`src/sv/jcws_pkg.sv`:
```
// package for the json comment and whitespace stripper
// character codes, window state and result types, head evaluation function
package jcws_pkg;

  localparam logic [7:0] ChSlash  = 8'h2F;
  localparam logic [7:0] ChStar   = 8'h2A;
  localparam logic [7:0] ChDquote = 8'h22;
  localparam logic [7:0] ChSquote = 8'h27;
  localparam logic [7:0] ChLf     = 8'h0A;
  localparam logic [7:0] ChCr     = 8'h0D;
  localparam logic [7:0] ChFf     = 8'h0C;
  localparam logic [7:0] ChTab    = 8'h09;
  localparam logic [7:0] ChSpace  = 8'h20;

  localparam int unsigned WinDepth   = 3;
  localparam int unsigned QueueDepth = 4;

  typedef struct packed {
    logic [WinDepth-1:0][7:0] win;
    logic [1:0]               fill;
    logic [1:0]               skip;
    logic                     sq;
    logic                     dq;
    logic                     lc;
    logic                     bc;
  } win_state_t;

  typedef struct packed {
    logic [7:0] byte_out;
    logic       byte_valid;
    logic       end_of_text;
  } result_t;

  typedef struct packed {
    logic [1:0]                cnt;
    result_t [WinDepth-1:0]    res;
  } push_t;

  typedef struct packed {
    win_state_t st;
    logic       emit;
    logic [7:0] data;
  } head_t;

  function automatic logic is_line_end(logic [7:0] c);
    return (c == ChLf) || (c == ChCr) || (c == ChFf);
  endfunction

  function automatic logic is_blank(logic [7:0] c);
    return (c == ChSpace) || (c == ChTab) || is_line_end(c);
  endfunction

  // consume the oldest window byte; n is the count of real bytes in the window
  function automatic head_t take_head(win_state_t s, logic [1:0] n);
    head_t      h;
    logic [1:0] cur;
    logic [7:0] wc;
    logic [7:0] wc1;
    logic [7:0] c;
    h      = '0;
    h.st   = s;
    cur    = 2'd0;
    if (s.skip != 2'd0) begin
      h.st.skip = s.skip - 2'd1;
    end else begin
      if (!s.sq && !s.dq) begin
        if (s.win[0] == ChSlash && s.win[1] == ChSlash && !s.lc && !s.bc) begin
          h.st.lc = 1'b1;
        end else if (is_line_end(s.win[0]) && s.lc && !s.bc) begin
          cur     = 2'd1;
          h.st.lc = 1'b0;
        end
        wc  = cur[0] ? s.win[1] : s.win[0];
        wc1 = cur[0] ? s.win[2] : s.win[1];
        if (wc == ChSlash && wc1 == ChStar && !h.st.lc && !s.bc) begin
          h.st.bc = 1'b1;
        end else if (cur == 2'd0 && s.win[0] == ChStar && s.win[1] == ChSlash &&
                     !h.st.lc && s.bc) begin
          cur     = 2'd2;
          h.st.bc = 1'b0;
        end
      end
      h.st.skip = cur;
      c = s.win[cur];
      if (cur < n && !h.st.lc && !h.st.bc && !(is_blank(c) && !s.sq && !s.dq)) begin
        if (c == ChDquote && !s.sq) begin
          h.st.dq = !s.dq;
        end
        // single quote sees the double quote flag after its own toggle
        if (c == ChSquote && !h.st.dq) begin
          h.st.sq = !s.sq;
        end
        h.emit = 1'b1;
        h.data = c;
      end
    end
    h.st.win[0] = s.win[1];
    h.st.win[1] = s.win[2];
    h.st.win[2] = 8'h00;
    if (s.fill != 2'd0) begin
      h.st.fill = s.fill - 2'd1;
    end
    return h;
  endfunction

endpackage

```
`src/sv/jcws_if.sv`:
```
// valid/ready channel interfaces for the json stripper
// payload widths follow the text byte and result fields
interface jcws_in_if;
  logic       valid;
  logic       ready;
  logic [7:0] byte_in;
  logic       is_last;

  modport source (output valid, output byte_in, output is_last, input ready);
  modport sink (input valid, input byte_in, input is_last, output ready);
endinterface

interface jcws_out_if;
  logic       valid;
  logic       ready;
  logic [7:0] byte_out;
  logic       byte_valid;
  logic       end_of_text;

  modport source (output valid, output byte_out, output byte_valid, output end_of_text,
                  input ready);
  modport sink (input valid, input byte_out, input byte_valid, input end_of_text,
                output ready);
endinterface

```
`src/sv/jcws_step.sv`:
```
// window and flag state with the per-byte strip logic
// depends on jcws_pkg for types and take_head
module jcws_step (
  input  logic                clk_i,
  input  logic                rst_ni,
  input  logic                accept_i,
  input  logic [7:0]          byte_in_i,
  input  logic                is_last_i,
  output jcws_pkg::push_t     push_o
);

  jcws_pkg::win_state_t st_q, st_d;
  jcws_pkg::win_state_t app;
  jcws_pkg::head_t      h0, h1, h2;
  logic [2:0]           em;
  logic [2:0][7:0]      dat;
  logic [1:0]           idx;
  jcws_pkg::push_t      push;

  always_comb begin
    app = st_q;
    app.win[st_q.fill] = byte_in_i;
    app.fill = st_q.fill + 2'd1;
    h0 = jcws_pkg::take_head(app, app.fill);
    h1 = jcws_pkg::take_head(h0.st, h0.st.fill);
    h2 = jcws_pkg::take_head(h1.st, h1.st.fill);
  end

  always_comb begin
    st_d = st_q;
    em   = '0;
    dat  = {h2.data, h1.data, h0.data};
    if (accept_i) begin
      if (is_last_i) begin
        // flush whatever remains, then start fresh text
        em[0] = h0.emit;
        em[1] = (h0.st.fill != 2'd0) && h1.emit;
        em[2] = (h1.st.fill != 2'd0) && h2.emit;
        st_d  = '0;
      end else if (app.fill == 2'd3) begin
        em[0] = h0.emit;
        st_d  = h0.st;
      end else begin
        st_d = app;
      end
    end
  end

  // pack the kept bytes into consecutive result slots
  always_comb begin
    push = '0;
    idx  = 2'd0;
    for (int k = 0; k < jcws_pkg::WinDepth; k++) begin
      if (em[k]) begin
        push.res[idx].byte_out   = dat[k];
        push.res[idx].byte_valid = 1'b1;
        idx = idx + 2'd1;
      end
    end
    if (accept_i && is_last_i) begin
      if (idx == 2'd0) begin
        push.res[0].end_of_text = 1'b1;
        idx = 2'd1;
      end else begin
        push.res[idx - 2'd1].end_of_text = 1'b1;
      end
    end
    push.cnt = idx;
  end

  assign push_o = push;

  always_ff @(posedge clk_i or negedge rst_ni) begin
    if (!rst_ni) begin
      st_q <= '0;
    end else begin
      st_q <= st_d;
    end
  end

endmodule

```
`src/sv/jcws_queue.sv`:
```
// four-entry result queue taking up to three results per transfer
// depends on jcws_pkg for the result and push types
module jcws_queue (
  input  logic                clk_i,
  input  logic                rst_ni,
  input  jcws_pkg::push_t     push_i,
  input  logic                pop_i,
  output jcws_pkg::result_t   head_o,
  output logic                valid_o,
  output logic                room_o
);

  jcws_pkg::result_t mem_q [jcws_pkg::QueueDepth];
  logic [1:0]        wr_ptr_q, wr_ptr_d;
  logic [1:0]        rd_ptr_q, rd_ptr_d;
  logic [2:0]        cnt_q, cnt_d;

  assign valid_o = (cnt_q != 3'd0);
  // room for a full flush of three results
  assign room_o  = (cnt_q <= 3'd1);
  assign head_o  = mem_q[rd_ptr_q];

  always_comb begin
    wr_ptr_d = wr_ptr_q + push_i.cnt;
    rd_ptr_d = rd_ptr_q + {1'b0, pop_i};
    cnt_d    = cnt_q + {1'b0, push_i.cnt} - {2'b00, pop_i};
  end

  always_ff @(posedge clk_i) begin
    for (int k = 0; k < jcws_pkg::WinDepth; k++) begin
      if (2'(k) < push_i.cnt) begin
        mem_q[wr_ptr_q + 2'(k)] <= push_i.res[k];
      end
    end
  end

  always_ff @(posedge clk_i or negedge rst_ni) begin
    if (!rst_ni) begin
      wr_ptr_q <= '0;
      rd_ptr_q <= '0;
      cnt_q    <= '0;
    end else begin
      wr_ptr_q <= wr_ptr_d;
      rd_ptr_q <= rd_ptr_d;
      cnt_q    <= cnt_d;
    end
  end

endmodule

```
`src/sv/json_comment_whitespace_stripper_top.sv`:
```
// json stripper: the results of an input transfer enter a four-entry registered queue.
// throughput one byte per cycle while input is ready; a byte gives zero or one result,
// the final byte flushes the window and gives up to three results, leaving the queue
// one per cycle while the sink is ready. input is ready while at most one is queued.
// rst_ni (asynchronous, active low) clears the window, the quote and comment flags
// and the queue; after the final byte the state also returns to reset values.
module json_comment_whitespace_stripper_top (
  input  logic        clk_i,
  input  logic        rst_ni,
  jcws_in_if.sink     in_ch_i,
  jcws_out_if.source  out_ch_o
);

  logic              accept;
  logic              pop;
  logic              room;
  logic              head_valid;
  jcws_pkg::push_t   push;
  jcws_pkg::result_t head;

  assign in_ch_i.ready = room;
  assign accept        = in_ch_i.valid && room;
  assign pop           = head_valid && out_ch_o.ready;

  jcws_step u_step (
    .clk_i     (clk_i),
    .rst_ni    (rst_ni),
    .accept_i  (accept),
    .byte_in_i (in_ch_i.byte_in),
    .is_last_i (in_ch_i.is_last),
    .push_o    (push)
  );

  jcws_queue u_queue (
    .clk_i   (clk_i),
    .rst_ni  (rst_ni),
    .push_i  (push),
    .pop_i   (pop),
    .head_o  (head),
    .valid_o (head_valid),
    .room_o  (room)
  );

  assign out_ch_o.valid       = head_valid;
  assign out_ch_o.byte_out    = head.byte_out;
  assign out_ch_o.byte_valid  = head.byte_valid;
  assign out_ch_o.end_of_text = head.end_of_text;

endmodule

```
`src/flat_wrapper.sv`:
```
// flat-port wrapper written by rule: the top's interface ports become plain ports
module json_comment_whitespace_stripper_top_flat 
  (clk_i, rst_ni, in_ch_i_valid, in_ch_i_byte_in, in_ch_i_is_last, in_ch_i_ready, out_ch_o_valid, out_ch_o_byte_out, out_ch_o_byte_valid, out_ch_o_end_of_text, out_ch_o_ready);
  jcws_in_if in_ch_i_i ();
  jcws_out_if out_ch_o_i ();
  input  logic clk_i;
  input  logic rst_ni;
  input wire logic [$bits(in_ch_i_i.valid)-1:0] in_ch_i_valid;
  input wire logic [$bits(in_ch_i_i.byte_in)-1:0] in_ch_i_byte_in;
  input wire logic [$bits(in_ch_i_i.is_last)-1:0] in_ch_i_is_last;
  output wire logic [$bits(in_ch_i_i.ready)-1:0] in_ch_i_ready;
  output wire logic [$bits(out_ch_o_i.valid)-1:0] out_ch_o_valid;
  output wire logic [$bits(out_ch_o_i.byte_out)-1:0] out_ch_o_byte_out;
  output wire logic [$bits(out_ch_o_i.byte_valid)-1:0] out_ch_o_byte_valid;
  output wire logic [$bits(out_ch_o_i.end_of_text)-1:0] out_ch_o_end_of_text;
  input wire logic [$bits(out_ch_o_i.ready)-1:0] out_ch_o_ready;
  assign in_ch_i_i.valid = in_ch_i_valid;
  assign in_ch_i_i.byte_in = in_ch_i_byte_in;
  assign in_ch_i_i.is_last = in_ch_i_is_last;
  assign in_ch_i_ready = in_ch_i_i.ready;
  assign out_ch_o_valid = out_ch_o_i.valid;
  assign out_ch_o_byte_out = out_ch_o_i.byte_out;
  assign out_ch_o_byte_valid = out_ch_o_i.byte_valid;
  assign out_ch_o_end_of_text = out_ch_o_i.end_of_text;
  assign out_ch_o_i.ready = out_ch_o_ready;
  json_comment_whitespace_stripper_top u_core (.clk_i(clk_i), .rst_ni(rst_ni), .in_ch_i(in_ch_i_i), .out_ch_o(out_ch_o_i));
endmodule
```
`config.mk`:
```
export PLATFORM = sky130hd
export DESIGN_NAME = json_comment_whitespace_stripper_top_flat
export DESIGN_NICKNAME = d
export VERILOG_FILES = /design/src/sv/jcws_pkg.sv /design/src/sv/jcws_if.sv /design/src/sv/jcws_step.sv /design/src/sv/jcws_queue.sv /design/src/sv/json_comment_whitespace_stripper_top.sv /design/src/flat_wrapper.sv
export SDC_FILE = /design/constraint.sdc
export NUM_CORES = 1
export LEC_CHECK = 0
export ABC_AREA = 0
export BUFFER_PORTS_ARGS = -buffer_cell sky130_fd_sc_hd__buf_2
export CAP_MARGIN = 20
export CORE_MARGIN = 8
export CORE_UTILIZATION = 45
export DETAILED_ROUTE_END_ITERATION = 8
export GPL_TIMING_DRIVEN = 0
export SYNTH_ARGS = -nofsm -noshare
export SYNTH_HDL_FRONTEND = slang
export SYNTH_HIERARCHICAL = 1
export SYNTH_SLANG_ARGS = --single-unit
```
`constraint.sdc`:
```
create_clock -name clk_i -period 18 [get_ports clk_i]
set_input_delay 3.6 -clock clk_i [delete_from_list [all_inputs] [get_ports clk_i]]
set_output_delay 3.6 -clock clk_i [all_outputs]
set_load 0.01 [all_outputs]
```
Yosys cells after proc, flatten, opt, wreduce, memory -nomap -nowiden
Memory sizes are Yosys's and may differ from the RTL's.
Index checks and enable logic that the tools add are counted.
{"block": "word_totals", "memories": 1, "mem_bits_rw": 40, "latchBits": 0, "input_bits": 13, "romBits": 0, "regBits": 39}
{"block": "classes", "n_div": 0, "shifts": 0, "n_eq_ne": 38, "add_sub_neg": 14, "reduce_logical": 111, "n_lt_le_gt_ge": 18, "bitwise": 0, "mux": 109, "multipliers": 0}
{"name": "u_core.u_queue.mem_q", "depth": 4, "word_bits": 10, "rd": 1, "rd_ports_with_merged_regs": 0, "write_ports": 3, "line": "jcws_queue.sv:13", "text": "jcws_pkg::result_t mem_q [jcws_pkg::QueueDepth];"}
{"op": "$eq 8x4->1 const B", "n": 21}
{"op": "$bwmux 30", "n": 5}
{"op": "$eq 8x6->1 const B", "n": 16}
{"op": "$demux 10 s2", "n": 5}
{"op": "$mux 30", "n": 3}
{"op": "$mux 2", "n": 32}
{"op": "$mux 32", "n": 2}
{"op": "$mux 8", "n": 8}
{"op": "$logic_and 1x1->1", "n": 57}
{"op": "$bmux 8 s2", "n": 3}
{"op": "$mux 9", "n": 5}
{"op": "$mux 1", "n": 38}
{"op": "$mux 29", "n": 1}
{"op": "$mux 13", "n": 2}
{"op": "$bwmux 24", "n": 1}
{"op": "$logic_not 1->1", "n": 24}
{"op": "$lt 2x3->1 const B", "n": 7}
{"op": "$mux 10", "n": 2}
{"op": "$logic_or 1x1->1", "n": 18}
{"op": "$demux 8 s2", "n": 1}
{"op": "$reduce_bool 2->1", "n": 7}
{"op": "$sub 2x1->2 const B", "n": 5}
{"op": "$add 2x1->2 const B", "n": 4}
{"op": "$ge 2x1->1 const B", "n": 4}
{"op": "14 further kinds", "n": 19}

Longest topological paths before layout
{"block": "logic_depth", "depth_word": 106, "mapped_depth": 33, "ltp_nobuf": 28}

Modules after synthesis
The synthesis kept the hierarchy.
{"mod": "jcws_step", "area_each_um2": 4350.4, "instances": 1, "cells_per_inst": 574}
{"mod": "jcws_queue", "area_each_um2": 2737.6, "instances": 1, "cells_per_inst": 278}
{"mod": "json_comment_whitespace_stripper_top", "area_each_um2": 12.5, "instances": 1, "cells_per_inst": 2}

Worst setup path after synthesis
Ideal clock, no wire load.
{"block": "synth_timing", "path_type": "input -> register", "start": "in in_ch_i_byte_in[2]", "end": "mem u_core/u_queue/mem_q[1][0] (netlist bit) (enable)", "slack_ps": 7912, "path_stages": 28, "arrival_ps": 9697, "n_path_buf": 5, "setup_time_ps": 391, "path_cell_list": "clkbuf_1 > mux2i_1 > nand2b_1 > clkbuf_1 > a21oi_1 > o211ai_2 > inv_1 > ha_1 > nand2_1 > a2111oi_0 > a211oi_2 > a21oi_2 > or3_1 > inv_1 > ha_1 > o21ai_0 > and4_1 > o2111ai_1 > a211oi_4 > o211ai_4 > buf_2 > fa_1 > and3_1 > nor2_1 > buf_4 > buf_2 > a21oi_1 > o21ai_0"}
{"element": "start, declared", "line": "flat_wrapper.sv:9", "text": "input wire logic [$bits(in_ch_i_i.byte_in)-1:0] in_ch_i_byte_in;"}
{"element": "end, declared", "line": "jcws_queue.sv:13"}

==> out/qor.yml <==
status: "finished, final reports clean"
slew-limit-headroom_pct: 35.8
cell_family_with_most_cp_delay: "compound AO/OA/AOI/OAI gates"
start_util_pct: 45.4
cp.arrival_ps: 11530
worst_clock_skew_ps: 12.1
detailroute.via_count: 6931
fin_worst_hold_slack_ps: 477
gr-usage-met3_pct: 3.93
port_buffers: 17
detail_route.wirelength_um: 24400
setup_viol: 0
clock_insertion_delay_worst_skew_ps: 350
critical_path.endpoint_type: "flip-flop"
grt_first_pass_wirelength_um: 37800
cts.sinks: 79
number_of_maximum_capacitance_constraint_violations: 0
layout_commonest_cell: "nand2_1"
globalRouteMet1Util_pct: 30.3
hold_buffers: 0
ys_async_sr_fraction_pct: 49.4
hold_path.startpoint: "u_core/u_queue/cnt_q[2]"
p_leak_nw: 2.96
synth-main-ff-cell: "edfxtp_1"
detailed_place_hpwl_um: 18700
clkTransAtPathRegs_ps: 60
worstSetupStartpointType: "input pin"
critical_path.slowest_cell: "mux2i_1"
design.die.area_um2: 20100
grt_overflow: 0
die_y_um: 142
grt.met2_usage_pct: 40.3
netlist.area_leader.share_pct: 16.9
dr.pass1.iters: 5
remaining_drcs: 0
post_synth_cell_types: 94
max_freq_mhz: 88.6
clk_root_buffer_cell: "clkbuf_16"
p_r_area_growth_vs_syn_pct: 9.85
core-area_um2: 15700
timing_hold_violations_final: 0
antenna_diode_instance_count: 0
avgRoutedWirePerCell_um: 22.0
post_synth_inst_count: 854
slew_viol_final: 0
count_of_flip_flops_with_a_built_in_enable_after_synthesis: 40
count_of_h_tree_levels_built_during_cts: 3
synth.yosys.seq_area_share_pct: 30.7
cts_max_path_buffers: 2
grt_pass1_vias: 6534
mostFrequentLayoutCells: "120 x nand2_1, 102 x nor2_1, 48 x a31oi_1"
die_width_um: 142
cp.buffers_inverters: 8
worstHoldPathType: "reg2reg"
rr_worst_depth: 32
setup_tns_ps: 0
cts_tree: "built"
reg2reg_capture_point: "u_core/u_queue/cnt_q[2]"
ir_drop_mv: 0.0758
postCtsSetupBuffers: 0
syn_nets: 885
critPathRequiredTime_ps: 18240
synth_largest_area_cell: "edfxtp_1"
tritoncts.num_buffers: 9
routed_via_density: 6.26
timing.setup.critical_path_class: "in2reg"
post-route-min-period_ps: 11290
global_route.usage.total_pct: 24.3
cellPowerDensity_nw_per_um2: 133
critical_path_peak_fanout: 10
slowest_delay_ps: 690
final_antenna_net_count: 0
hold_path_depth: 1
worst_max_slew_pin_slew_ps: 963
crit_cells: 31
period_share_pct: 62.7
r2r-start: "u_core/u_step/st_q[6]"
reg2reg_setup_slack_ps: 9290
place_congestion: 1.02
drive_gt1_share_pct: 13.6
grt_setup_unrepaired: "false"
first_iter_violations: 814
worst_hold_path.endpoint: "u_core/u_queue/cnt_q[2]"
antenna_found_initial: 0
synthTopCellsByArea: "edfxtp_1 17%, dfrtp_1 14%, nand2_1 6.3%, nor2_1 5.4%, mux2i_1 5.2%"
cts.repair.resized: 0
number_of_rows_in_the_core_area: 46
grt_start_max_net_pins: 40
summed_instance_area_of_the_synthesized_netlist_um2: 7100
top_usage_layer: "met2"
ioPinCount: 25
nets: 917
synth_warnings: 6
yosys_register_bits: 79
avgSynthCellArea_um2: 8.31
==> cells by family after synthesis <==
| group | Yosys count | synth area share, % |
|---|---|---|
| buf+inv | 104 | 6.43 |
| simple gates | 347 | 23.8 |
| fa+ha+maj | 18 | 3.38 |
| xor+xnor | 7 | 0.863 |
| flops | 79 | 30.7 |
| compound gates | 229 | 22.6 |
| mux | 70 | 12.2 |
==> routing by layer <==
| layer | routed length (um) | part of all wire [%] |
|---|---|---|
| met5 | 0 | 0 |
| met4 | 927 | 3.8 |
| met3 | 1600 | 6.6 |
| met2 | 11700 | 48 |
| met1 | 10100 | 42 |
==> power breakdown <==
group	switching (mW)	leakage, nW	internal (mW)	total (mW)
combinational	0.365	1.97	0.209	0.574
sequential	0.0325	0.839	0.233	0.266
clock	0.0788	0.150	0.122	0.201
total	0.477	2.96	0.564	1.04
==> state kept, by name, summed over array words and instances (netlist names) <==
signal                   count
u_core/u_queue/cnt_q         3
u_core/u_queue/mem_q        40
u_core/u_step/st_q          26
u_core/u_step/app            6
u_core/u_queue/wr_ptr_q      2
u_core/u_queue/rd_ptr_q      2
==> how the worst max path moves through the flow <==
stage	start	endpoint	slack, ps
floorplan	in_ch_i_byte_in[2]	u_core/u_queue/mem_q[1][0]	7910
global route	in_ch_i_byte_in[2]	u_core/u_queue/cnt_q[2]	6120
CTS	in_ch_i_byte_in[2]	u_core/u_queue/cnt_q[2]	6830
finish	in_ch_i_byte_in[2]	u_core/u_queue/cnt_q[2]	6710
detailed placement	in_ch_i_byte_in[2]	u_core/u_queue/cnt_q[2]	6470
global placement	in_ch_i_byte_in[2]	u_core/u_queue/mem_q[1][3]	5960
==> through the flow <==
step | area, um2 | setup WS, ps | total power, mW | instances | utilization [%]
6_report | 7800 | 6710 | 1.04 | 1107 | 49.8
2_1_floorplan | 7100 | 7910 | 0.663 | 854 | -
3_3_place_gp | 7460 | 5960 | 0.825 | 1087 | 47.6
3_5_place_dp | 7490 | 6470 | 0.830 | 1091 | 47.8
4_1_cts | 7800 | 6830 | 1.03 | 1107 | 49.8
5_1_grt | 7800 | 6120 | 1.10 | 1107 | 49.8
==> Yosys cell counts, drive strengths merged, types with 3 or more instances <==
cell type / number
a211oi: 9
nand3b: 6
a22oi: 11
mux4: 10
edfxtp: 40
a21o: 6
nand4b: 5
a31oi: 48
inv: 47
nand3: 15
nor2b: 3
a21oi: 41
o31ai: 3
o21ai: 29
nand4: 11
o2111ai: 3
or3: 5
or2: 6
nand2: 120
o211ai: 8
a211o: 6
and3: 3
xnor2: 5
ha: 16
a2111oi: 7
and4: 3
nand2b: 3
buf: 25
and2: 16
dfrtp: 39
nor3b: 3
clkbuf: 30
mux2: 23
o22a: 3
or4: 5
o22ai: 32
mux2i: 37
nor2: 103
nor4: 11
nor3: 22
o311ai: 4
==> layout make-up <==
| type | instances | area (um2) |
|---|---|---|
| Tap cell | 216 | 270 |
| Timing Repair Buffer | 21 | 115 |
| Buffer | 55 | 273 |
| Sequential cell | 79 | 2180 |
| Inverter | 49 | 184 |
| Multi-Input combinational cell | 671 | 4470 |
| Clock inverter | 5 | 81.3 |
| Fill cell | 1586 | 7860 |
| Clock buffer | 11 | 233 |
Power figures use the tool's default switching activity.
